--- src/tef_pkg.sv ---
`timescale 1ns / 1ps
`default_nettype none

package tef_pkg;

  // Fixed field widths
  localparam int CMD_W  = 2;
  localparam int ID_W   = 4;
  localparam int DATA_W = 32;
  localparam int PEND_W = 7;
  localparam int STAT_W = 2;

  // Defaults for the top-level parameters
  localparam int DEPTH_DEF     = 64;
  localparam int NUM_TYPES_DEF = 16;

  // Command codes
  typedef enum logic [CMD_W-1:0] {
    CMD_PUSH  = 2'd0,
    CMD_POP   = 2'd1,
    CMD_QUERY = 2'd2
  } cmd_t;

  // Result status codes
  typedef enum logic [STAT_W-1:0] {
    ST_OK     = 2'd0,
    ST_EMPTY  = 2'd1,
    ST_HALTED = 2'd2
  } status_t;

  // One queue entry
  typedef struct packed {
    logic [ID_W-1:0]   id;
    logic [DATA_W-1:0] aux;
    logic [DATA_W-1:0] stamp;
  } entry_t;

  // Result of the control pass, carried to the output stage
  typedef struct packed {
    status_t           status;
    logic              pop_ok;
    logic [PEND_W-1:0] pending;
    logic [DATA_W-1:0] count;
  } res_meta_t;

endpackage

`default_nettype wire

--- src/tef_mem.sv ---
`timescale 1ns / 1ps
`default_nettype none

module tef_mem #(
  parameter int DEPTH = tef_pkg::DEPTH_DEF
) (
  input  wire logic                     clk,
  input  wire logic                     we,
  input  wire logic [$clog2(DEPTH)-1:0] waddr,
  input  wire tef_pkg::entry_t          wdata,
  input  wire logic                     re,
  input  wire logic [$clog2(DEPTH)-1:0] raddr,
  output tef_pkg::entry_t               rdata
);
  import tef_pkg::*;

  entry_t mem [DEPTH];
  entry_t rdata_r;

  // Single write port, registered read port
  always_ff @(posedge clk) begin
    if (we) begin
      mem[waddr] <= wdata;
    end
    if (re) begin
      rdata_r <= mem[raddr];
    end
  end

  assign rdata = rdata_r;

endmodule

`default_nettype wire

--- config.mk ---
export PLATFORM = sky130hd
export DESIGN_NAME = tef_mem
export DESIGN_NICKNAME = d
export VERILOG_FILES = /design/src/tef_pkg.sv /design/src/tef_mem.sv
export SDC_FILE = /design/constraint.sdc
export NUM_CORES = 2
export LEC_CHECK = 0
export BUFFER_PORTS_ARGS = -buffer_cell sky130_fd_sc_hd__buf_2
export CORE_MARGIN = 1
export CORE_UTILIZATION = 50
export DETAILED_ROUTE_END_ITERATION = 6
export GPL_TIMING_DRIVEN = 0
export HOLD_SLACK_MARGIN = 0.15
export PLACE_DENSITY = 0.65
export SETUP_SLACK_MARGIN = 0.15
export SYNTH_ARGS = -nofsm -noshare
export SYNTH_HDL_FRONTEND = slang
export SYNTH_MEMORY_MAX_BITS = 65536
export SYNTH_SLANG_ARGS = --single-unit
--- constraint.sdc ---
create_clock -name clk -period 9.5 [get_ports clk]
set_input_delay 0.95 -clock clk [delete_from_list [all_inputs] [get_ports clk]]
set_output_delay 0.95 -clock clk [all_outputs]
set_load 0.02 [all_outputs]
# Word-level counts from Yosys, hierarchy flattened
# Memories as Yosys holds them, arrays and structs flattened. A register that Yosys moved wholly into a read port is not among the register bits.
# Cells that the tools add are included.
op_classes:
  shifts: 0
  n_eq_ne: 0
  n_reduce_logical: 0
  n_bitwise: 0
  order_cmp: 0
  n_div: 0
  mul: 0
  muxes: 2
  add_sub_neg: 0
op_table:
  columns: ["cell", "count"]
  rows:
  - ["1-bit 2-to-1 mux", 2]
totals:
  memories: 1
  latchBits: 0
  register_bits: 0
  inputBits: 83
  wordCells: 3
  mem_bits_ro: 0
  out_inout_bits: 68
  mem_bits_rw: 4352
mem_list:
  columns: ["memory", "words", "width", "read_ports", "rd_clocked_by_memory_dff", "write_ports", "line_no", "source"]
  rows:
  - ["mem", 64, 68, 1, 1, 1, "tef_mem.sv:17", "entry_t mem [DEPTH];"]

# Depth between registers and ports, before layout
depth:
  word_depth: 2
  ltp_mapped: 10

# Worst setup path before layout
# OpenSTA, ideal clock, no wires.
synth_timing:
  kind: "input -> register"
  start: "input waddr[3]"
  end: "memory mem[48][0] (netlist bit), enable pin"
  stages: 4
  setup_slack_ns: 2.859
  setup_ns: 0.577
  t_arrival_ns: 6.064
  cell_sequence: "clkbuf_1 > nor2b_1 > nand4b_1 > nor3_1"
synth_rtl:
  columns: ["item", "line_no", "source"]
  rows:
  - ["from (decl)", "tef_mem.sv:9", "input wire logic [$clog2(DEPTH)-1:0] waddr,"]
  - ["to (decl)", "tef_mem.sv:17", null]
# No word-level cell before the write port.

==> run_results.csv <==
group,metric,value,unit
power_and_ir_drop,combinationalPowerShare,5.3,%
floorplan,num_rows,211,
floorplan,die-width,579,um
sta,worst_slew_pin_slew,1540,ps
sta,max-slew-margin-rel,-2.87,%
sta,fmax,205,MHz
logic_synthesis,synth_top_family_by_area,"multiplexers",
grt,first_global_vias,82100,
power_and_ir_drop,finalPower,0.0406,W
grt,grt_max_degree,65,
clock_tree,cts_hold_buf,0,
logic_synthesis,postSynthAreaPerCell,23.5,um2
power_and_ir_drop,sequentialPowerShare,53.4,%
route,viasPerCell,6.57,
placed_design,place_area,178000,um2
logic_synthesis,syn_inst,7077,
grt,grt_antenna_before_repair,40,
logic_synthesis,synth.largest_area_cell,"edfxtp_1",
clock_tree,cts-root-buf,"clkbuf_16",
logic_synthesis,synthMuxAreaShare,14.8,%
route,drc,0,
placed_design,place_ws,3710,ps
placed_design,port_buffers,142,
setup_path,cp_max_fo,10,
setup_path,cp.required,10190,ps
floorplan,die_area,335000,um2
placed_design,dp_hpwl,311000,um
clock_tree,clock_path_buffers,4,
clock_tree,cts-buffers-inserted,431,
grt,grt_first_pass_wirelength,645000,um
clock_tree,insertion_delay,990,ps
sta,rsz0062_at_grt,"no",
logic_synthesis,synth_warnings,0,
final_layout,nFillCells,23300,
logic_synthesis,synthAdderAreaFrac,0,%
logic_synthesis,synth_compound_area_share,2.77,%
clock_tree,postCtsSetupRepairBufs,0,
clock_tree,clk_pin_slew,60,ps
power_and_ir_drop,intPower,0.0318,W
logic_synthesis,synth.distinct_cells,34,
route,drtIter0Drc,12400,
clock_tree,ctsResizeCount,0,
logic_synthesis,synth_simple_gate_area_share,1.29,%
setup_path,critPathCaptureType,"register",
hold_path,hp-class,"in -> reg",
floorplan,fp.dieH,579,um
logic_synthesis,netlist_top_cells_area,"edfxtp_1 80%, mux4_2 14%, o22ai_1 1.4%, mux2i_1 0.78%, a211oi_1 0.49%",
grt,grt.total_usage,27.9,%
sta,worst_slack,4620,ps
final_layout,fin_util,57.9,%
clock_tree,cts_max_level,5,
job,cap_violations,1,
route,wl,466000,um
sta,fin_setup_tns,0,ps
power_and_ir_drop,power_switching,0.00875,W
logic_synthesis,synth_xor_area_share,0,%
placed_design,place.gp.congestion,0.811,
final_layout,drive_gt1_share,27.9,%
grt,grt-ovfl-total,0,
final_layout,design_area,191000,um2
outcome,outcome,"complete, but fails checks",
floorplan,core_area,331000,um2
power_and_ir_drop,swShare,21.6,%
logic_synthesis,syn_nets,7160,
route,firstDrtPassIters,6,
setup_path,cp-start-kind,"primary input",
power_and_ir_drop,p_per_area,212,nW/um2
setup_path,setup.worst_path.class,"in -> reg",
clock_tree,numClockSinks,4420,
sta,slew_violations,11,
power_and_ir_drop,leakage,59.2,nW
logic_synthesis,netlist_area,166000,um2
final_layout,nNetsFinal,7970,
logic_synthesis,yosysSeqAreaShare,79.9,%
clock_tree,cts_tree,"built",
route,vias,82800,
floorplan,io_pins,151,
sta,finalCriticalPeriod,4880,ps
sta,skew,63.4,ps
power_and_ir_drop,power_frac_clock,41.3,%
sta,finalHoldViolations,0,
sta,setup_viol,0,
power_and_ir_drop,ir_drop,0.166,mV
route,ant_nets,0,
final_layout,syn_to_final_growth,15.1,%
logic_synthesis,ys_seq_elements,4420,
floorplan,initial_core_util,50.3,%
setup_path,cp.arrival,5580,ps
outcome,violations,"max-capacitance violations, max-slew violations",
logic_synthesis,netlist.area_leader.share,79.9,%
route,wl_per_cell,36.9,um
sta,period_share,51.4,%
[kinds of logic (layout without fill, tap and decap cells)]
logic type             count (synthesis)  count (layout)
AO/OA/AOI/OAI                        669             669
buffers and inverters                414            1568
flip-flops                          4420            4420
multiplexers                        1161            1161
other                                  0              16
AND/OR/NAND/NOR                      413             413
[cell usage after synthesis]
cell,instances
edfxtp_1,4420
buf_6,39
nor4_1,56
nand2_1,29
buf_2,83
a31oi_1,12
o21ai_0,8
nand3_1,30
and2_1,3
and2b_1,1
o21ai_1,4
o22a_1,56
clkbuf_1,185
mux2i_1,130
a21oi_1,16
nand3b_1,2
nor2b_1,84
o211a_1,12
mux4_2,1031
o221ai_1,23
or3_1,1
nand4_1,2
a22oi_1,60
nand2b_1,9
o22ai_1,370
nand4b_1,1
inv_1,1
buf_1,38
nor2_1,86
a211oi_1,108
buf_4,68
or3b_2,1
or2_2,5
nor3_1,103
[worst max-delay path, cell delays in order]
cell,delay (ps)
buf_2,130
inv_1,140
clkbuf_1,560
nand2_1,460
buf_2,470
clkbuf_1,890
o22ai_1,230
nor4_1,1180
o22a_1,540
[routing by layer]
metal  wire [um]  global-route usage [%]  vias to the layer above
met5         193                       0                        -
met4       21000                    11.4                       30
met3       53300                    6.33                      813
met2      214000                    42.3                     5247
met1      178000                    39.6                    44400
li1            -                       -                    32300
[metrics by stage]
stage	instances	hold slack, ps
5_1_grt	12600	495
4_1_cts	12600	473
3_3_place_gp	11600	970
2_1_floorplan	7077	774
3_5_place_dp	11800	969
6_report	12600	509
[power by group through the flow]
| stage | clock, W | sequential [W] | combinational (W) |
|---|---|---|---|
| final | 0.0167 | 0.0217 | 0.00216 |
| after global routing | 0.0176 | 0.0217 | 0.00223 |
| after CTS | 0.0169 | 0.0217 | 0.00215 |
| after detailed placement | 0 | 0.0221 | 0.00215 |
| after global placement | 0 | 0.0221 | 0.00203 |
| after floorplan | 0 | 0.0221 | 0.00100 |
[placed cells by master, fill, tap and decap left out, types with 5 or more instances in the layout]
cell type	count
edfxtp_1	4420
mux4_2	1031
clkbuf_16	436
o22ai_1	370
clkbuf_1	270
buf_2	225
buf_12	165
mux2i_1	130
a211oi_1	108
nor3_1	101
clkinv_1	97
nor2b_1	84
clkinv_2	83
buf_4	79
buf_6	69
nor2_4	62
a22oi_1	60
o22a_1	56
bufinv_16	40
buf_1	38
nor4_2	33
nand3_1	30
nand2_1	29
buf_16	28
nor2_1	24
nor4_1	23
o221ai_1	23
diode_2	16
a21oi_1	16
a31oi_1	12
o211a_1	12
nand2b_1	9
clkinvlp_4	9
o21ai_0	8
clkinv_8	8
inv_6	7
clkbuf_2	6
or2_2	5
[flip-flops by register name, indices dropped and copies added (netlist names)]
name   count
mem     4352
rdata     68
[path summary, 6_finish.rpt]
path	start	to	slack, ps	depth (start not counted)
max	raddr[4]	rdata[12]	4620	9
min	wdata[26]	mem[10][26]	510	1
max reg2reg	mem[11][12]	rdata[12]	6860	4
min reg2reg	mem[44][59]	rdata[59]	1000	4
[area by class of cell]
type	count	area [um2]	share of cell area [%]
clock buffers	527	11300	5.88
repair buffers	377	5220	2.73
plain buffers	413	2210	1.16
well taps	4366	5460	2.86
inverters	1	3.75	0.00196
diodes	16	40.0	0.0209
clock inverters	250	2380	1.24
multi-input cells	2243	31900	16.7
flip-flops and latches	4420	133000	69.4
(Power assumes the default switching activity.)
