--- src/tef_pkg.sv ---
`timescale 1ns / 1ps
`default_nettype none

package tef_pkg;

  // Fixed field widths
  localparam int CMD_W  = 2;
  localparam int ID_W   = 4;
  localparam int DATA_W = 32;
  localparam int PEND_W = 7;
  localparam int STAT_W = 2;

  // Defaults for the top-level parameters
  localparam int DEPTH_DEF     = 64;
  localparam int NUM_TYPES_DEF = 16;

  // Command codes
  typedef enum logic [CMD_W-1:0] {
    CMD_PUSH  = 2'd0,
    CMD_POP   = 2'd1,
    CMD_QUERY = 2'd2
  } cmd_t;

  // Result status codes
  typedef enum logic [STAT_W-1:0] {
    ST_OK     = 2'd0,
    ST_EMPTY  = 2'd1,
    ST_HALTED = 2'd2
  } status_t;

  // One queue entry
  typedef struct packed {
    logic [ID_W-1:0]   id;
    logic [DATA_W-1:0] aux;
    logic [DATA_W-1:0] stamp;
  } entry_t;

  // Result of the control pass, carried to the output stage
  typedef struct packed {
    status_t           status;
    logic              pop_ok;
    logic [PEND_W-1:0] pending;
    logic [DATA_W-1:0] count;
  } res_meta_t;

endpackage

`default_nettype wire

--- src/tef_ctrl.sv ---
`timescale 1ns / 1ps
`default_nettype none

module tef_ctrl #(
  parameter int DEPTH     = tef_pkg::DEPTH_DEF,
  parameter int NUM_TYPES = tef_pkg::NUM_TYPES_DEF
) (
  input  wire logic                         clk,
  input  wire logic                         rst_n,
  input  wire logic                         acc,
  input  wire logic [tef_pkg::CMD_W-1:0]    cmd,
  input  wire logic [tef_pkg::ID_W-1:0]     event_id,
  input  wire logic [tef_pkg::DATA_W-1:0]   aux_data,
  input  wire logic [tef_pkg::DATA_W-1:0]   now_us,
  output logic                              mem_we,
  output logic [$clog2(DEPTH)-1:0]          mem_waddr,
  output tef_pkg::entry_t                   mem_wdata,
  output logic                              mem_re,
  output logic [$clog2(DEPTH)-1:0]          mem_raddr,
  output tef_pkg::res_meta_t                meta
);
  import tef_pkg::*;

  localparam int AW      = $clog2(DEPTH);
  localparam int OCC_W   = $clog2(DEPTH + 1);
  // Only types reachable by a 4-bit id need a counter
  localparam int NUM_CTR = (NUM_TYPES < (1 << ID_W)) ? NUM_TYPES : (1 << ID_W);
  localparam int CIDX_W  = $clog2(NUM_CTR);

  logic [AW-1:0]     wr_r, wr_nxt;
  logic [AW-1:0]     rd_r, rd_nxt;
  logic [OCC_W-1:0]  occ_r, occ_nxt;
  logic              halted_r, halted_nxt;
  logic [DATA_W-1:0] cnt_r   [NUM_CTR];
  logic [DATA_W-1:0] cnt_nxt [NUM_CTR];

  logic              full;
  logic              empty;
  logic              id_ok;
  logic [CIDX_W-1:0] cidx;
  logic [OCC_W-1:0]  occ_inc;
  logic              push_ok;
  logic              pop_ok;

  assign full    = (occ_r == OCC_W'(DEPTH));
  assign empty   = (occ_r == '0);
  assign id_ok   = (32'(event_id) < NUM_CTR);
  assign cidx    = event_id[CIDX_W-1:0];
  assign occ_inc = occ_r + OCC_W'(1);

  // One pass over the command against the current state
  always_comb begin
    wr_nxt       = wr_r;
    rd_nxt       = rd_r;
    occ_nxt      = occ_r;
    halted_nxt   = halted_r;
    cnt_nxt      = cnt_r;
    push_ok      = 1'b0;
    pop_ok       = 1'b0;
    meta.status  = ST_OK;
    meta.pop_ok  = 1'b0;
    meta.pending = PEND_W'(occ_r);
    meta.count   = '0;
    if (halted_r) begin
      meta.status  = ST_HALTED;
      meta.pending = '0;
    end else begin
      unique case (cmd)
        CMD_PUSH: begin
          if (full) begin
            halted_nxt   = 1'b1;
            meta.status  = ST_HALTED;
            meta.pending = '0;
          end else begin
            push_ok      = 1'b1;
            wr_nxt       = (wr_r == AW'(DEPTH - 1)) ? '0 : wr_r + AW'(1);
            occ_nxt      = occ_inc;
            meta.pending = PEND_W'(occ_inc);
            if (id_ok && (event_id != '0)) begin
              cnt_nxt[cidx] = cnt_r[cidx] + DATA_W'(1);
              cnt_nxt[0]    = cnt_r[0] + DATA_W'(1);
            end
          end
        end
        CMD_POP: begin
          if (empty) begin
            meta.status  = ST_EMPTY;
            meta.pending = '0;
          end else begin
            pop_ok      = 1'b1;
            meta.pop_ok = 1'b1;
            rd_nxt      = (rd_r == AW'(DEPTH - 1)) ? '0 : rd_r + AW'(1);
            occ_nxt     = occ_r - OCC_W'(1);
          end
        end
        CMD_QUERY: begin
          meta.count = id_ok ? cnt_r[cidx] : '0;
        end
        default: begin
          // unused code: report occupancy only
        end
      endcase
    end
  end

  // Entry store access
  assign mem_we    = acc && push_ok;
  assign mem_waddr = wr_r;
  assign mem_wdata = '{id: event_id, aux: aux_data, stamp: now_us};
  assign mem_re    = acc && pop_ok;
  assign mem_raddr = rd_r;

  // State registers, updated on each input transfer
  always_ff @(posedge clk) begin
    if (!rst_n) begin
      wr_r     <= '0;
      rd_r     <= '0;
      occ_r    <= '0;
      halted_r <= 1'b0;
      for (int i = 0; i < NUM_CTR; i++) begin
        cnt_r[i] <= '0;
      end
    end else if (acc) begin
      wr_r     <= wr_nxt;
      rd_r     <= rd_nxt;
      occ_r    <= occ_nxt;
      halted_r <= halted_nxt;
      cnt_r    <= cnt_nxt;
    end
  end

  // Expected write position from read position and fill level
  logic [OCC_W:0] wr_sum;
  logic [OCC_W:0] wr_exp;
  assign wr_sum = (OCC_W + 1)'(rd_r) + (OCC_W + 1)'(occ_r);
  assign wr_exp = (wr_sum >= (OCC_W + 1)'(DEPTH)) ? wr_sum - (OCC_W + 1)'(DEPTH) : wr_sum;

  a_occ_bound: assert property (@(posedge clk) disable iff (!rst_n)
    occ_r <= OCC_W'(DEPTH))
    else $error("occupancy above depth");

  a_halt_sticky: assert property (@(posedge clk) disable iff (!rst_n)
    halted_r |=> halted_r && $stable(occ_r) && $stable(cnt_r[0]))
    else $error("state changed while halted");

  a_idx_track: assert property (@(posedge clk) disable iff (!rst_n)
    (OCC_W + 1)'(wr_r) == wr_exp)
    else $error("write index out of step with read index and occupancy");

endmodule

`default_nettype wire

--- config.mk ---
export PLATFORM = sky130hd
export DESIGN_NAME = tef_ctrl
export DESIGN_NICKNAME = d
export VERILOG_FILES = /design/src/tef_pkg.sv /design/src/tef_ctrl.sv
export SDC_FILE = /design/constraint.sdc
export NUM_CORES = 1
export LEC_CHECK = 0
export BUFFER_PORTS_ARGS = -buffer_cell sky130_fd_sc_hd__clkbuf_2
export CAP_MARGIN = 40
export CORE_MARGIN = 5
export CORE_UTILIZATION = 45
export DETAILED_ROUTE_END_ITERATION = 7
export HOLD_SLACK_MARGIN = 0.08
export PLACE_DENSITY = 0.61
export SETUP_SLACK_MARGIN = 0.15
export SLEW_MARGIN = 0
export SYNTH_ARGS = -nofsm -noshare
export SYNTH_HDL_FRONTEND = slang
export SYNTH_SLANG_ARGS = --single-unit
export TNS_END_PERCENT = 1
--- constraint.sdc ---
create_clock -name clk -period 3.8 [get_ports clk]
set_input_delay 0.57 -clock clk [delete_from_list [all_inputs] [get_ports clk]]
set_output_delay 0.57 -clock clk [all_outputs]
set_load 0.02 [all_outputs]
; ---- Yosys cells after proc, flatten, opt, wreduce, memory -nomap -nowiden
; Index checks and enable logic that the tools add are counted.
[word_totals]
register_bits = 532
input_bits = 73
output_inout_bits = 124
[op_classes]
eq_ne = 7
n_reduce_logical = 11
addsub = 6
mux = 30
bitwise = 4
magnitude_cmp = 2
[op_table]
columns = op, n
row1 = $bwmux 512, 1
row2 = $mux 32, 5
row3 = $bmux 32 s4, 1
row4 = $demux 32 s4, 1
row5 = $add 32x1->32 const B, 2
row6 = $mux 7, 5
row7 = $pmux 7 s2, 2
row8 = $add 6x1->6 const B, 2
row9 = $eq 6x6->1 const B, 2
row10 = $mux 6, 2
row11 = $mux 1, 10
row12 = $reduce_and 5->1, 2
row13 = $reduce_and 4->1, 2
row14 = $add 7x1->7 const B, 1
row15 = $eq 7x7->1 const B, 1
row16 = $logic_not 7->1, 1
row17 = $sub 7x1->7 const B, 1
row18 = $ge 5x5->1 const B, 1
row19 = $lt 5x1->1 const B, 1
row20 = $not 4->5, 1
row21 = $mux 2, 2
row22 = $ne 2x2->1 const B, 2
row23 = $pmux 2 s2, 1
row24 = $reduce_bool 4->1, 1
row25 = 6 further kinds, 10

; ---- Longest topological paths before layout
[logic_depth]
word_depth = 6
depth_mapped = 15

; ---- Worst setup path after synthesis
; No wires, ideal clock.
[synth_timing]
path_kind = input to register
startpoint = in event_id[2] (netlist name)
endpoint = reg cnt_r[108] (netlist name)
path_buffers = 5
setup_time_ns = 0.132
arrival_time_ns = 3.460
cell_stages = 14
path_slack_ns = 0.208
path_cell_list = buf_2 > nor2b_1 > buf_2 > clkbuf_1 > a22oi_1 > nand2_1 > clkbuf_1 > ha_1 > nand4_1 > nor2_2 > nand4_1 > xor2_1 > clkbuf_1 > a21oi_1
[synth_between]
elab_chain_len = 6
word_cells_on_any_way = 13
cone_classes = add/sub: 1 / order compare: 2 / mux: 6 / bitwise: 1 / reduce/logical: 3
[synth_rtl]
columns = item, line_no
row1 = from (decl), tef_ctrl.sv:12  ; input wire logic [tef_pkg::ID_W-1:0] event_id,
row2 = $not 4->5 (implied by the code), tef_ctrl.sv:80  ; cnt_nxt[cidx] = cnt_r[cidx] + DATA_W'(1);
row3 = $bmux 32 s4 (tied with other cells), tef_ctrl.sv:80
row4 = $mux 32 (implied by the code) / $logic_and 1x1->1 (equally long branches), tef_ctrl.sv:80
row5 = $mux 32 (implied by the code), tef_ctrl.sv:80
row6 = $add 32x1->32 / $demux 32 s4 (equally long branches), tef_ctrl.sv:80
row7 = $bwmux 512, tef_ctrl.sv:80
row8 = to (signal assigned), tef_ctrl.sv:128  ; cnt_r <= cnt_nxt;
row9 = to (decl), tef_ctrl.sv:34  ; logic [DATA_W-1:0] cnt_r [NUM_CTR];
; Several ways; a longest one is shown, not always the timed one. The select of a mux whose other input is x is not followed.
; A chain may end at the register's enable or synchronous reset.

==> flow_summary.ini <==
[clock_network]
cts_tree = yes
cts_buffers = 55
cts_max_level = 2
clkTransAtPathRegs_ns = 0.06
post-cts-setup-buffers = 0
insertion_delay_ns = 0.61
cts_resized = 0
ctsHoldBuffers = 0
cts.sinks = 532
root_buffer = clkbuf_16
cts.path.max_buffers = 3

[setup_path]
critical_path_class = in -> out
path_buf_inv = 4
cp_slowest_cell = mux4_1
cp_cell_sequence = clkbuf_8 -> buf_4 -> mux4_1 -> mux4_2 -> inv_1 -> nor2_1 -> clkbuf_2
cp_slowest_stage_delay_ns = 0.65
critPathLaunchType = input pin
worst-path-max-fanout = 33
crit_path_end_kind = output pin
arrival_ns = 2.98
crit_family = multiplexers
cp_data_required_time_ns = 3.23

[grt]
grt_pass1_vias = 17900
grt_pass1_wl_um = 102000
use_met3 = 0.0307
gr-total-overflow = 0
grt_use_total = 0.222
grt_use_met2 = 0.373
grt_max_degree = 155
busiest_layer = met2
grt_use_met1 = 0.300
antenna_found_initial = 0

[final_layout]
drive_above_1_share = 0.172
final_cell_mix = 532 x dfxtp_1, 338 x a21oi_1, 331 x o21ai_0
area_growth_pct = 11.4
layout_commonest_cell = dfxtp_1
final_nets = 2421
n_fill_cell = 4592
multiInputGateArea_um2 = 11200
register_area_um2 = 10700
antenna_cells = 0

[sta]
fin_worst_skew_ns = 0.0157
finalCritPeriodShare = 0.934
setup_viol = 0
setup_tns_ns = 0
rsz0062_at_grt = false
max_freq_mhz = 282
period_needed_ns = 3.55
hold_viol_final = 0
tightest_slew_ns = 0.906
relSlewSlack = 0.396
maxSlewViolCount = 0

[floorplanning]
start_util = 0.457
die_y_um = 239
coreArea_um2 = 51500
rows = 83
dieArea_um2 = 57000
die_x_um = 239
ios = 197

[power]
total_power_mw = 11.8
p_per_area_nw_per_um2 = 451
vdd_drop_max_v = 0.000325
p_leak_nw = 9.46

[logic_synthesis]
synth_mux_area_frac = 0.140
ys.flop_type = dfxtp_1
syn-instance-count = 2406
synthArstFlopShare = 0
ys_ff_latch = 532
synth_fp_nets = 2485
syn_avg_cell_area_um2 = 9.78
synth_compound_area_frac = 0.216
yosysWarnings = 0
synth_top_family_by_area = compound AO/OA/AOI/OAI gates
synth-simple-area-share = 0.0858
synth_cell_type_count = 69
synthesis.area_um2 = 23500
synth_xor_area_frac = 0.0270
synth_edf_count = 0
ys_seq_area_frac = 0.453
synthAdderAreaFrac = 0.00319

[detailed_routing]
firstDrtPassIters = 5
drt_iter0_drc = 1490
wl_um = 65100
num_vias = 18400
wl_per_cell_um = 21.3
post-route-drc-count = 0
ant_nets = 0
via_per_inst = 6.01

[place]
io_buffers = 68
gp_congestion = 0.809
dpl.hpwl_um = 39300

[hold_path]
hp-class = in -> reg

[flow_run]
maxCapViolCount = 0

[outcome]
outcome = finished clean
## Yosys cell counts, types with 2 or more instances
| cell type | number | area share |
|---|---|---|
| nand3b_1 | 2 | 0.00064 |
| a221oi_1 | 6 | 0.0022 |
| a21o_1 | 2 | 0.00064 |
| xnor2_1 | 30 | 0.011 |
| nor2_1 | 243 | 0.039 |
| mux4_1 | 35 | 0.039 |
| nor3_2 | 3 | 0.0013 |
| nor2b_1 | 8 | 0.0021 |
| nand2b_1 | 5 | 0.0013 |
| nand3_1 | 23 | 0.0049 |
| a211oi_1 | 148 | 0.047 |
| inv_1 | 9 | 0.0014 |
| a21oi_1 | 338 | 0.072 |
| nand4b_1 | 2 | 0.00074 |
| nor4_2 | 3 | 0.0016 |
| and3_1 | 7 | 0.0019 |
| or3_2 | 2 | 0.00064 |
| buf_2 | 28 | 0.0060 |
| buf_6 | 18 | 0.0086 |
| xnor2_2 | 3 | 0.0021 |
| and4_1 | 5 | 0.0019 |
| buf_4 | 76 | 0.024 |
| and2_1 | 3 | 0.00080 |
| clkbuf_1 | 176 | 0.028 |
| xor2_1 | 37 | 0.014 |
| ha_1 | 6 | 0.0032 |
| nor3_1 | 8 | 0.0017 |
| nor4_1 | 3 | 0.00080 |
| or3_1 | 9 | 0.0024 |
| or3_4 | 2 | 0.00096 |
| o21ai_0 | 331 | 0.070 |
| mux4_2 | 95 | 0.091 |
| nand4_1 | 28 | 0.0074 |
| dfxtp_1 | 532 | 0.45 |
| a22oi_1 | 38 | 0.012 |
| nor4b_1 | 2 | 0.00074 |
| a22o_1 | 10 | 0.0037 |
| nand2_1 | 56 | 0.0089 |
| buf_1 | 4 | 0.00064 |
| a31oi_1 | 15 | 0.0040 |
| mux2i_1 | 23 | 0.0098 |
| buf_12 | 5 | 0.0043 |
## metal layers
| layer | vias up | share of wire |
|---|---|---|
| met3 | 133 | 0.061 |
| met4 | 0 | 0.026 |
| met1 | 8976 | 0.44 |
| met2 | 615 | 0.48 |
| li1 | 8647 | - |
| met5 | - | 0 |
## sequential cells by signal, summed over array words and instances, names as in the netlist
register and count:
cnt_r 512, halted_r 1, mem_raddr 6, mem_waddr 6, occ_r 7
## worst reg2reg max path: cells and delay by family (launching register included)
family	cells	cell delay (ns)
AO/OA/AOI/OAI	3	0.78
adder cells (fa/ha/maj)	1	0.24
buffers and inverters	2	0.49
flip-flops	1	0.45
AND/OR/NAND/NOR	3	1.28
## final cells by class
cell class,instances,share of cell area
clock inverters,16,0.0111
clock buffers,78,0.0596
well taps,680,0.0325
inverters,10,0.00162
flip-flops and latches,532,0.406
multi-input cells,1553,0.429
repair buffers,190,0.0600
## power by group
group / total, mW / leakage, nW / switching, mW / internal [mW]
sequential: 5.65 / 4.29 / 0.0277 / 5.62
combinational: 0.571 / 4.27 / 0.368 / 0.203
clock: 5.60 / 0.907 / 2.22 / 3.38
## cell families (layout without fill, tap and decap cells)
family	Yosys count	count (layout)
DFF	532	532
AOI/OAI and AO/OA	895	895
muxes	154	154
adders and majority gates	6	6
and+or+nand+nor	428	428
xor gates and xnor gates	70	70
buffers and inverters	321	294
## per-stage QoR
step | cell area [um2] | hold slack [ns] | util | cells | setup slack, ns
3_5_place_dp | 24400 | 0.479 | 0.473 | 2965 | -0.000680
2_1_floorplan | 23500 | 0.451 | - | 2406 | 0.208
4_1_cts | 26200 | 0.194 | 0.509 | 3059 | 0.237
3_3_place_gp | 24300 | 0.466 | 0.472 | 2962 | 0.0245
6_report | 26200 | 0.227 | 0.509 | 3059 | 0.252
5_1_grt | 26200 | 0.240 | 0.509 | 3059 | 0.168
## final timing paths
kind,end,from,depth (start not counted),slack [ns]
worst max-delay path,meta[30],event_id[0],7,0.25
worst min-delay path,halted_r,acc,2,0.23
worst max register to register,cnt_r[247],occ_r[0],9,0.48
worst min register to register,cnt_r[193],cnt_r[193],2,0.49
(Power assumes the default switching activity.)
