## src/tef_pkg.sv

```systemverilog
`timescale 1ns / 1ps
`default_nettype none

package tef_pkg;

  // Fixed field widths
  localparam int CMD_W  = 2;
  localparam int ID_W   = 4;
  localparam int DATA_W = 32;
  localparam int PEND_W = 7;
  localparam int STAT_W = 2;

  // Defaults for the top-level parameters
  localparam int DEPTH_DEF     = 64;
  localparam int NUM_TYPES_DEF = 16;

  // Command codes
  typedef enum logic [CMD_W-1:0] {
    CMD_PUSH  = 2'd0,
    CMD_POP   = 2'd1,
    CMD_QUERY = 2'd2
  } cmd_t;

  // Result status codes
  typedef enum logic [STAT_W-1:0] {
    ST_OK     = 2'd0,
    ST_EMPTY  = 2'd1,
    ST_HALTED = 2'd2
  } status_t;

  // One queue entry
  typedef struct packed {
    logic [ID_W-1:0]   id;
    logic [DATA_W-1:0] aux;
    logic [DATA_W-1:0] stamp;
  } entry_t;

  // Result of the control pass, carried to the output stage
  typedef struct packed {
    status_t           status;
    logic              pop_ok;
    logic [PEND_W-1:0] pending;
    logic [DATA_W-1:0] count;
  } res_meta_t;

endpackage

`default_nettype wire

```

## src/tef_out.sv

```systemverilog
`timescale 1ns / 1ps
`default_nettype none

module tef_out (
  input  wire logic                        clk,
  input  wire logic                        rst_n,
  input  wire logic                        acc,
  input  wire tef_pkg::res_meta_t          meta,
  input  wire tef_pkg::entry_t             rdata,
  input  wire logic                        out_stall,
  output logic                             in_stall,
  output logic                             out_valid,
  output logic [tef_pkg::STAT_W-1:0]       out_status,
  output logic [tef_pkg::ID_W-1:0]         out_event_id,
  output logic [tef_pkg::DATA_W-1:0]       out_aux_data,
  output logic [tef_pkg::DATA_W-1:0]       out_timestamp,
  output logic [tef_pkg::PEND_W-1:0]       out_pending_count,
  output logic [tef_pkg::DATA_W-1:0]       out_event_count
);
  import tef_pkg::*;

  logic              s1_valid_r;
  res_meta_t         s1_meta_r;
  logic              s1_adv;
  logic              out_valid_r;
  logic [STAT_W-1:0] status_r;
  entry_t            entry_r;
  logic [PEND_W-1:0] pend_r;
  logic [DATA_W-1:0] count_r;

  // Stage 1 moves on whenever the result register is free or being emptied
  assign s1_adv   = s1_valid_r && (!out_valid_r || !out_stall);
  assign in_stall = s1_valid_r && !s1_adv;

  // Stage 1 valid: control result waits here for the entry read
  always_ff @(posedge clk) begin
    if (!rst_n) begin
      s1_valid_r <= 1'b0;
    end else if (acc) begin
      s1_valid_r <= 1'b1;
    end else if (s1_adv) begin
      s1_valid_r <= 1'b0;
    end
  end

  always_ff @(posedge clk) begin
    if (acc) begin
      s1_meta_r <= meta;
    end
  end

  // Result register valid
  always_ff @(posedge clk) begin
    if (!rst_n) begin
      out_valid_r <= 1'b0;
    end else if (s1_adv) begin
      out_valid_r <= 1'b1;
    end else if (!out_stall) begin
      out_valid_r <= 1'b0;
    end
  end

  // Result payload: entry fields only for a successful pop
  always_ff @(posedge clk) begin
    if (s1_adv) begin
      status_r <= s1_meta_r.status;
      entry_r  <= s1_meta_r.pop_ok ? rdata : '0;
      pend_r   <= s1_meta_r.pending;
      count_r  <= s1_meta_r.count;
    end
  end

  assign out_valid         = out_valid_r;
  assign out_status        = status_r;
  assign out_event_id      = entry_r.id;
  assign out_aux_data      = entry_r.aux;
  assign out_timestamp     = entry_r.stamp;
  assign out_pending_count = pend_r;
  assign out_event_count   = count_r;

  a_s1_hold: assert property (@(posedge clk) disable iff (!rst_n)
    s1_valid_r && !s1_adv |=> s1_valid_r && $stable(s1_meta_r))
    else $error("stage 1 result dropped or changed while blocked");

  a_s1_to_out: assert property (@(posedge clk) disable iff (!rst_n)
    s1_adv |=> out_valid_r)
    else $error("stage 1 transfer did not reach the result register");

  a_no_accept_blocked: assert property (@(posedge clk) disable iff (!rst_n)
    in_stall |-> out_valid_r && s1_valid_r)
    else $error("input blocked with free pipeline slot");

endmodule

`default_nettype wire

```

## config.mk

```make
export PLATFORM = sky130hd
export DESIGN_NAME = tef_out
export DESIGN_NICKNAME = d
export VERILOG_FILES = /design/src/tef_pkg.sv /design/src/tef_out.sv
export SDC_FILE = /design/constraint.sdc
export NUM_CORES = 1
export LEC_CHECK = 0
export BUFFER_PORTS_ARGS = -buffer_cell sky130_fd_sc_hd__clkbuf_2
export CAP_MARGIN = 5
export CORE_AREA = 2 2 96 116
export DETAILED_ROUTE_END_ITERATION = 7
export DIE_AREA = 0 0 98 118
export GPL_TIMING_DRIVEN = 0
export PLACE_DENSITY = 0.9
export RECOVER_POWER = 50
export SLEW_MARGIN = 20
export SYNTH_ARGS = -nofsm -noshare
export SYNTH_HDL_FRONTEND = slang
export SYNTH_SLANG_ARGS = --single-unit
```

## constraint.sdc

```tcl
create_clock -name clk -period 20.3 [get_ports clk]
set_clock_uncertainty 0.1 [all_clocks]
set_input_delay 4.06 -clock clk [delete_from_list [all_inputs] [get_ports clk]]
set_output_delay 4.06 -clock clk [all_outputs]
set_load 0.01 [all_outputs]
```

[After elaboration in Yosys (flattened, before gate mapping)]
Index checks and enable logic that the tools add are counted.
Cells by class
  add/sub/neg operators: 0
  $mul: 0
  divide/modulo/power cells: 0
  magnitude comparators: 0
  eq/ne operators: 1
  shifts and indexed selects: 0
  mux-type cells: 4
  bitwise operators: 0
  reductions and logical operators: 7
Operator list (number)
  $mux W1: 4
  $logic_not A1 Y1: 3
  $logic_and A1 B1 Y1: 2
  $ne A2 B1 Y1 const B: 1
  $reduce_bool A2 Y1: 1
  $logic_or A1 B1 Y1: 1
Storage, ports and cells
  register bits after elaboration: 153
  latch bits: 0
  bits in writable memories: 0
  memory bits (read-only): 0
  input bits: 114
  output and inout port bits: 111
  memories kept: 0

[Depth between registers and ports, before layout]
Gate-level depths: netlist of the first run.
  word-level depth: 5
  depth in mapped cells: 3
  gate-level depth less buffers: 2

[Worst setup path before layout of the first run]
No wires, ideal clock.
  path kind: in2reg
  start: input out_stall
  end: register entry_r, in the netlist out_aux_data[0], enable pin
  setup time: 0.742 ns
  arrival time: 11.952 ns
  path slack: 7.506 ns
  cell stages on the path: 1
  buffers on the path: 0
  cell sequence: a21boi_0
On the way
  longest elaborated chain between the ends: 3
Ends and longest elaborated chain
  start, declared: RTL line tef_out.sv:10  | input wire logic out_stall,
  $logic_not A1 Y1
  $logic_or A1 B1 Y1: RTL line tef_out.sv:32  | assign s1_adv = s1_valid_r && (!out_valid_r || !out_stall);
  $logic_and A1 B1 Y1: RTL line tef_out.sv:32
  end signal, assigned: RTL line tef_out.sv:67  | entry_r <= s1_meta_r.pop_ok ? rdata : '0;
  end, declared: RTL line tef_out.sv:27  | entry_t entry_r;
Every way passes these cells.
A chain may end at the register's enable or synchronous reset.

[Final worst setup path of the first run]
  start: input out_stall
  end: output in_stall
On the way
  longest elaborated chain between the ends: 5
Ends and longest elaborated chain
  $logic_not A1 Y1
  $logic_or A1 B1 Y1: RTL line tef_out.sv:32
  $logic_and A1 B1 Y1: RTL line tef_out.sv:32
  $logic_not A1 Y1: RTL line tef_out.sv:33  | assign in_stall = s1_valid_r && !s1_adv;
  $logic_and A1 B1 Y1: RTL line tef_out.sv:33
  end, declared: RTL line tef_out.sv:11  | output logic in_stall,
Every way passes these cells.

==> flow_summary.yaml, run 1 <==
floorplanning:
  die_w_um: 98
  core_mm2: 0.01041
  die_h_um: 118
  die_area_mm2: 0.01156
  rows: 41
  initial_core_util: 0.4909
  pin_count: 225
placement:
  dpl.hpwl_um: 7616
  gp_congestion: 0.7858
  place_worst_setup_slack_ns: 11.64
  placedCellCount: 591
  port_buffers: 224
  dpl_cell_area_mm2: 0.006519
logic_synthesis:
  synth_seq_cells: 153
  ys_types: 11
  synth_xor_area_frac: 0
  yosysTopAreaCellShare: 0.8869
  synth_area_leaders: "edfxtp_1 89%, and2_1 5.8%, and2_2 3.1%"
  synthMuxAreaShare: 0
  yosys.area.top_type: "edfxtp_1"
  synth_compound_area_frac: 0.003916
  synth_top_family_by_area: "simple AND/OR/NAND/NOR gates"
  synth-simple-area-share: 0.09080
  synthesis.nets: 347
  synthAdderAreaFrac: 0
  netlist_area_mm2: 0.005112
  yosysWarnings: 0
  ys_seq_area_frac: 0.8948
  synth_cells: 233
  avgSynthCellArea_um2: 21.94
finish:
  final_cell_mix: "224 x clkbuf_2, 151 x edfxtp_1, 29 x and2_0"
  final_common_cell: "clkbuf_2"
  num-fill-cells: 711
  fin_util: 0.6754
  antenna_cells: 0
  multi_input_area_um2: 484.2
  regArea_mm2: 0.004574
  final_cells: 623
  syn_to_final_growth_pct: 37.57
  post-route-cell-area_mm2: 0.007033
  drive_gt1_frac: 0.5709
  nNetsFinal: 595
detailed_routing:
  firstDrtPassIters: 4
  drt-initial-drc-count: 136
  drc_errors: 0
  vias: 2916
  ant_nets: 0
  totalWireLength_um: 10170
  wl_per_cell_um: 16.32
  viasPerCell: 4.681
timing:
  hold_ws_ns: 0.3190
  finalSetupViolCount: 0
  final-hold-violation-count: 0
  grt_setup_unrepaired: "no"
  fin_ws_ns: 11.65
  setup_tns_ns: 0
  slew_viol_final: 57
  slew_headroom: -0.4604
  fmax_mhz: 115.6
  period_share: 0.4260
  worstMarginPinSlew_ns: 2.191
  finalWorstPathRequiredPeriod_ns: 8.648
global_route:
  grt_pass1_vias: 3139
  antenna_found_initial: 0
  grt_overflow: 0
  grt_max_degree: 44
  grt_pass1_wl_um: 15700
  grt_use_total: 0.1798
job:
  drv_cap: 2
power:
  leakage_nw: 2.917
  ir_worst_vdd_uv: 72.69
  finalPower_uw: 723.9
  power_density_mw_per_mm2: 102.9
cts:
  clock_latency_ns: 0.41
  h-tree-depth: 4
  clk_pin_slew_worst_paths_ns: 0.06
  clock_path_buffers: 2
  root_buffer: "clkbuf_16"
  clock-sinks: 153
  cts_buffers: 17
  holdBufCountCts: 0
  ctsResizeCount: 0
  cts_tree: "built"
  cts_setup_buffers: 0
critical_path:
  cp_slowest_cell: "and3_1"
  worstSetupStartpointType: "primary input"
  cp_slowest_stage_delay_ns: 0.18
  crit_path_start: "out_stall"
  path_cells: "clkbuf_1, and3_1, clkbuf_2"
  crit_fanout: 3
  cp.arrival_ns: 4.49
  cp.required_ns: 16.14
  r2r_start: "s1_valid_r"
  path_class: "primary input to primary output"
  cp-end-kind: "primary output"
status:
  violations: "capacitance limit, slew limit"
  status: "complete, but fails checks"
min_path:
  hold_class: "flop to flop"
  hold_start: "s1_meta_r[25]"
-- sequential cells by signal, indices dropped and copies added, names as in the netlist --
signal and flops:
out_valid 1, out_status 2, s1_meta_r 42, s1_valid_r 1, out_timestamp 32, out_aux_data 32, out_event_id 4, out_pending_count 7
out_event_count 32
-- area by class of cell --
class | count | share of cell area
Multi-Input combinational cell | 73 | 0.06885
Buffer | 7 | 0.007650
Tap cell | 129 | 0.02295
Clock inverter | 15 | 0.02153
Sequential cell | 153 | 0.6504
Clock buffer | 17 | 0.06049
Timing Repair Buffer | 229 | 0.1681
-- power by group --
part	total [mW]	switching (mW)	leakage [nW]	internal, mW
clock network	0.302	0.128	0.286	0.174
registers	0.376	0.00552	1.46	0.370
logic	0.0461	0.0246	1.17	0.0215
total	0.724	0.158	2.92	0.566
-- layer usage --
layer / GRT usage / vias to the layer above / wire length [um]
met4: 0.08333 / 0 / 162
li1: - / 1369 / -
met3: 0.07779 / 17 / 1079
met2: 0.3009 / 170 / 5371
met1: 0.1963 / 1360 / 3556
met5: 0 / - / 0
-- synthesized netlist by cell type, drive strengths merged --
cell,number
dfxtp,2
nor2b,1
and3,1
clkbuf,4
a21oi,1
buf,3
a21boi,1
o21a,1
and2,68
edfxtp,151
-- worst paths after layout --
check,endpoint,slack [ns],cells after the start
setup reg to reg,out_aux_data[18],17.13,2
setup / recovery,in_stall,11.65,3
hold reg to reg,out_event_count[25],0.32,0
hold / removal,out_event_count[25],0.32,0
-- cells by family after synthesis --
logic type / Yosys count
DFF: 153
and+or+nand+nor: 70
buffers and inverters: 7
AOI/OAI and AO/OA: 3
-- critical path: cells and delay by family --
kind,cells,cell delay [ns]
and+or+nand+nor,1,0.18
buffers and inverters,2,0.24
Note: power is estimated with default switching activity, not from simulation.
==> run 2: changes to the inputs <==
--- a/config.mk
+++ b/config.mk
@@ -7,11 +7,11 @@
 export LEC_CHECK = 0
 export BUFFER_PORTS_ARGS = -buffer_cell sky130_fd_sc_hd__clkbuf_2
 export CAP_MARGIN = 5
-export CORE_AREA = 2 2 96 116
+export CORE_AREA = 2 2 99 120
 export DETAILED_ROUTE_END_ITERATION = 7
-export DIE_AREA = 0 0 98 118
+export DIE_AREA = 0 0 101 122
 export GPL_TIMING_DRIVEN = 0
-export PLACE_DENSITY = 0.9
+export PLACE_DENSITY = 0.86
 export RECOVER_POWER = 50
 export SLEW_MARGIN = 20
 export SYNTH_ARGS = -nofsm -noshare
==> constraint.sdc (replaced) <==
create_clock -name clk -period 8.6 [get_ports clk]
set_clock_uncertainty 0.1 [all_clocks]
set_input_delay 1.72 -clock clk [delete_from_list [all_inputs] [get_ports clk]]
set_output_delay 1.72 -clock clk [all_outputs]
set_load 0.01 [all_outputs]
==> run 2 against run 1 <==
Compared with the run above:
- critical path type is now primary input to flop
- utilization shrank 4.6 points
- setup slack lost 7.5 ns
- wire length is 7.3% lower
- combinational power up 140%
- highest routed layer unchanged
- die area rose by 6.6%
- worst hold slack got worse by 0.0014 ns
- critical path depth rose by 1
- the run still ends with capacitance limit, slew limit left
==> flow_summary.yaml, run 2 (synthesis results as in run 1) <==
status:
  status: "complete, but fails checks"
  violations: "capacitance limit, slew limit"
detailed_routing:
  drc_errors: 0
  totalWireLength_um: 9427
  viasPerCell: 4.480
  vias: 2818
  ant_nets: 0
  firstDrtPassIters: 4
  wl_per_cell_um: 14.99
  drt-initial-drc-count: 131
placement:
  port_buffers: 224
  placedCellCount: 596
  dpl.hpwl_um: 6888
  gp_congestion: 0.7152
global_route:
  grt_pass1_wl_um: 13550
  grt_pass1_vias: 2757
  grt_max_degree: 44
  grt_overflow: 0
  antenna_found_initial: 0
  grt_use_total: 0.1499
timing:
  final-hold-violation-count: 0
  fmax_mhz: 226.9
  period_share: 0.5125
  finalWorstPathRequiredPeriod_ns: 4.407
  worstMarginPinSlew_ns: 2.889
  grt_setup_unrepaired: "no"
  finalSetupViolCount: 0
  slew_viol_final: 47
  slew_headroom: -0.9432
cts:
  clk_pin_slew_worst_paths_ns: 0.06
  clock_latency_ns: 0.40
  clock-sinks: 153
  cts_buffers: 17
  root_buffer: "clkbuf_16"
  cts_tree: "built"
  cts_setup_buffers: 0
  ctsResizeCount: 0
  h-tree-depth: 4
  clock_path_buffers: 2
  holdBufCountCts: 0
finish:
  drive_gt1_frac: 0.5729
  num-fill-cells: 818
  final_cell_mix: "225 x clkbuf_2, 151 x edfxtp_1, 27 x and2_0"
  final_common_cell: "clkbuf_2"
  antenna_cells: 0
  nNetsFinal: 595
  largest-register: "s1_meta_r"
  largest_reg_flops: 42
  syn_to_final_growth_pct: 39.11
  fin_util: 0.6295
  multi_input_area_um2: 484.2
  regArea_mm2: 0.004574
  final_cells: 629
floorplanning:
  die_h_um: 122
  rows: 43
  core_mm2: 0.01130
  pin_count: 225
  die_w_um: 101
  initial_core_util: 0.4525
  die_area_mm2: 0.01232
power:
  leakage_nw: 2.942
  ir_worst_vdd_uv: 160.4
  power_density_mw_per_mm2: 244.1
critical_path:
  cp.arrival_ns: 4.41
  cp.required_ns: 8.60
  worstSetupStartpointType: "primary input"
  cp_slowest_stage_delay_ns: 2.15
  crit_top_cell: "buf_16"
  crit_fanout: 25
  cp_slowest_cell: "a21boi_0"
  cp_top_family: "compound AO/OA/AOI/OAI gates"
  cp-end-kind: "flop"
  path_cells: "clkbuf_1, a21boi_0, buf_16, buf_16"
  crit_buf_inv: 3
  path_class: "primary input to flop"
min_path:
  hold_class: "flop to flop"
job:
  drv_cap: 2
[run 2: cell types whose count changed in the layout (fill, tap and decap cells not counted)]
cell	delta
buf_16	+2
clkbuf_1	-2
clkinv_4	+1
clkinvlp_4	+2
bufinv_16	+2
inv_8	-3
and2_1	+2
clkinv_1	+1
clkbuf_2	+1
inv_6	-4
and2_0	-2
[run 2: power breakdown]
part	switching [mW]	internal, mW	leakage (nW)	total, mW
Sequential	0.0117	0.874	1.46	0.886
Combinational	0.0566	0.0539	1.20	0.111
Clock	0.282	0.458	0.285	0.739
Total	0.350	1.39	2.94	1.74
[run 2: layout make-up]
type,instances,share of cell area
Clock inverter,14,0.02393
Tap cell,135,0.02375
Clock buffer,18,0.06034
Sequential cell,153,0.6432
Timing Repair Buffer,229,0.1731
Multi-Input combinational cell,73,0.06809
Buffer,7,0.007565
[run 2: through the flow]
stage / power, mW / TNS [ns] / hold slack, ns / setup WS, ns / area, um^2
floorplan: 0.9478 / 0 / 0.3003 / 1.031 / 5112
global placement: 1.009 / -65.54 / 0.3006 / -0.6081 / 6402
detailed placement: 1.015 / 0 / 0.3045 / 4.612 / 6524
CTS: 1.755 / 0 / 0.3191 / 4.607 / 7123
global route: 1.797 / 0 / 0.3249 / 3.921 / 7112
finish: 1.736 / 0 / 0.3176 / 4.193 / 7112
[run 2: metal layers]
metal,up-vias,share of wire,GRT usage
met3,6,0.11,0.07917
li1,1366,-,-
met2,160,0.51,0.2458
met5,-,0,0
met1,1286,0.38,0.1689
met4,0,0.0063,0.04814
[run 2: path summary, 6_finish.rpt]
check                                    from             endpoint  slack (ns)  cells after the start
worst max register to register     s1_valid_r      out_aux_data[4]        5.26                      3
worst min register to register  s1_meta_r[29]  out_event_count[29]        0.32                      0
worst min-delay path            s1_meta_r[29]  out_event_count[29]        0.32                      0
worst max-delay path                out_stall      out_aux_data[4]        4.19                      4
[run 2: worst reg2reg max path, delay by kind of cell (launching register included)]
| family | cells | cell delay, ns |
|---|---|---|
| buffers and inverters | 2 | 0.43 |
| DFF | 1 | 0.34 |
| AOI/OAI and AO/OA | 1 | 2.15 |
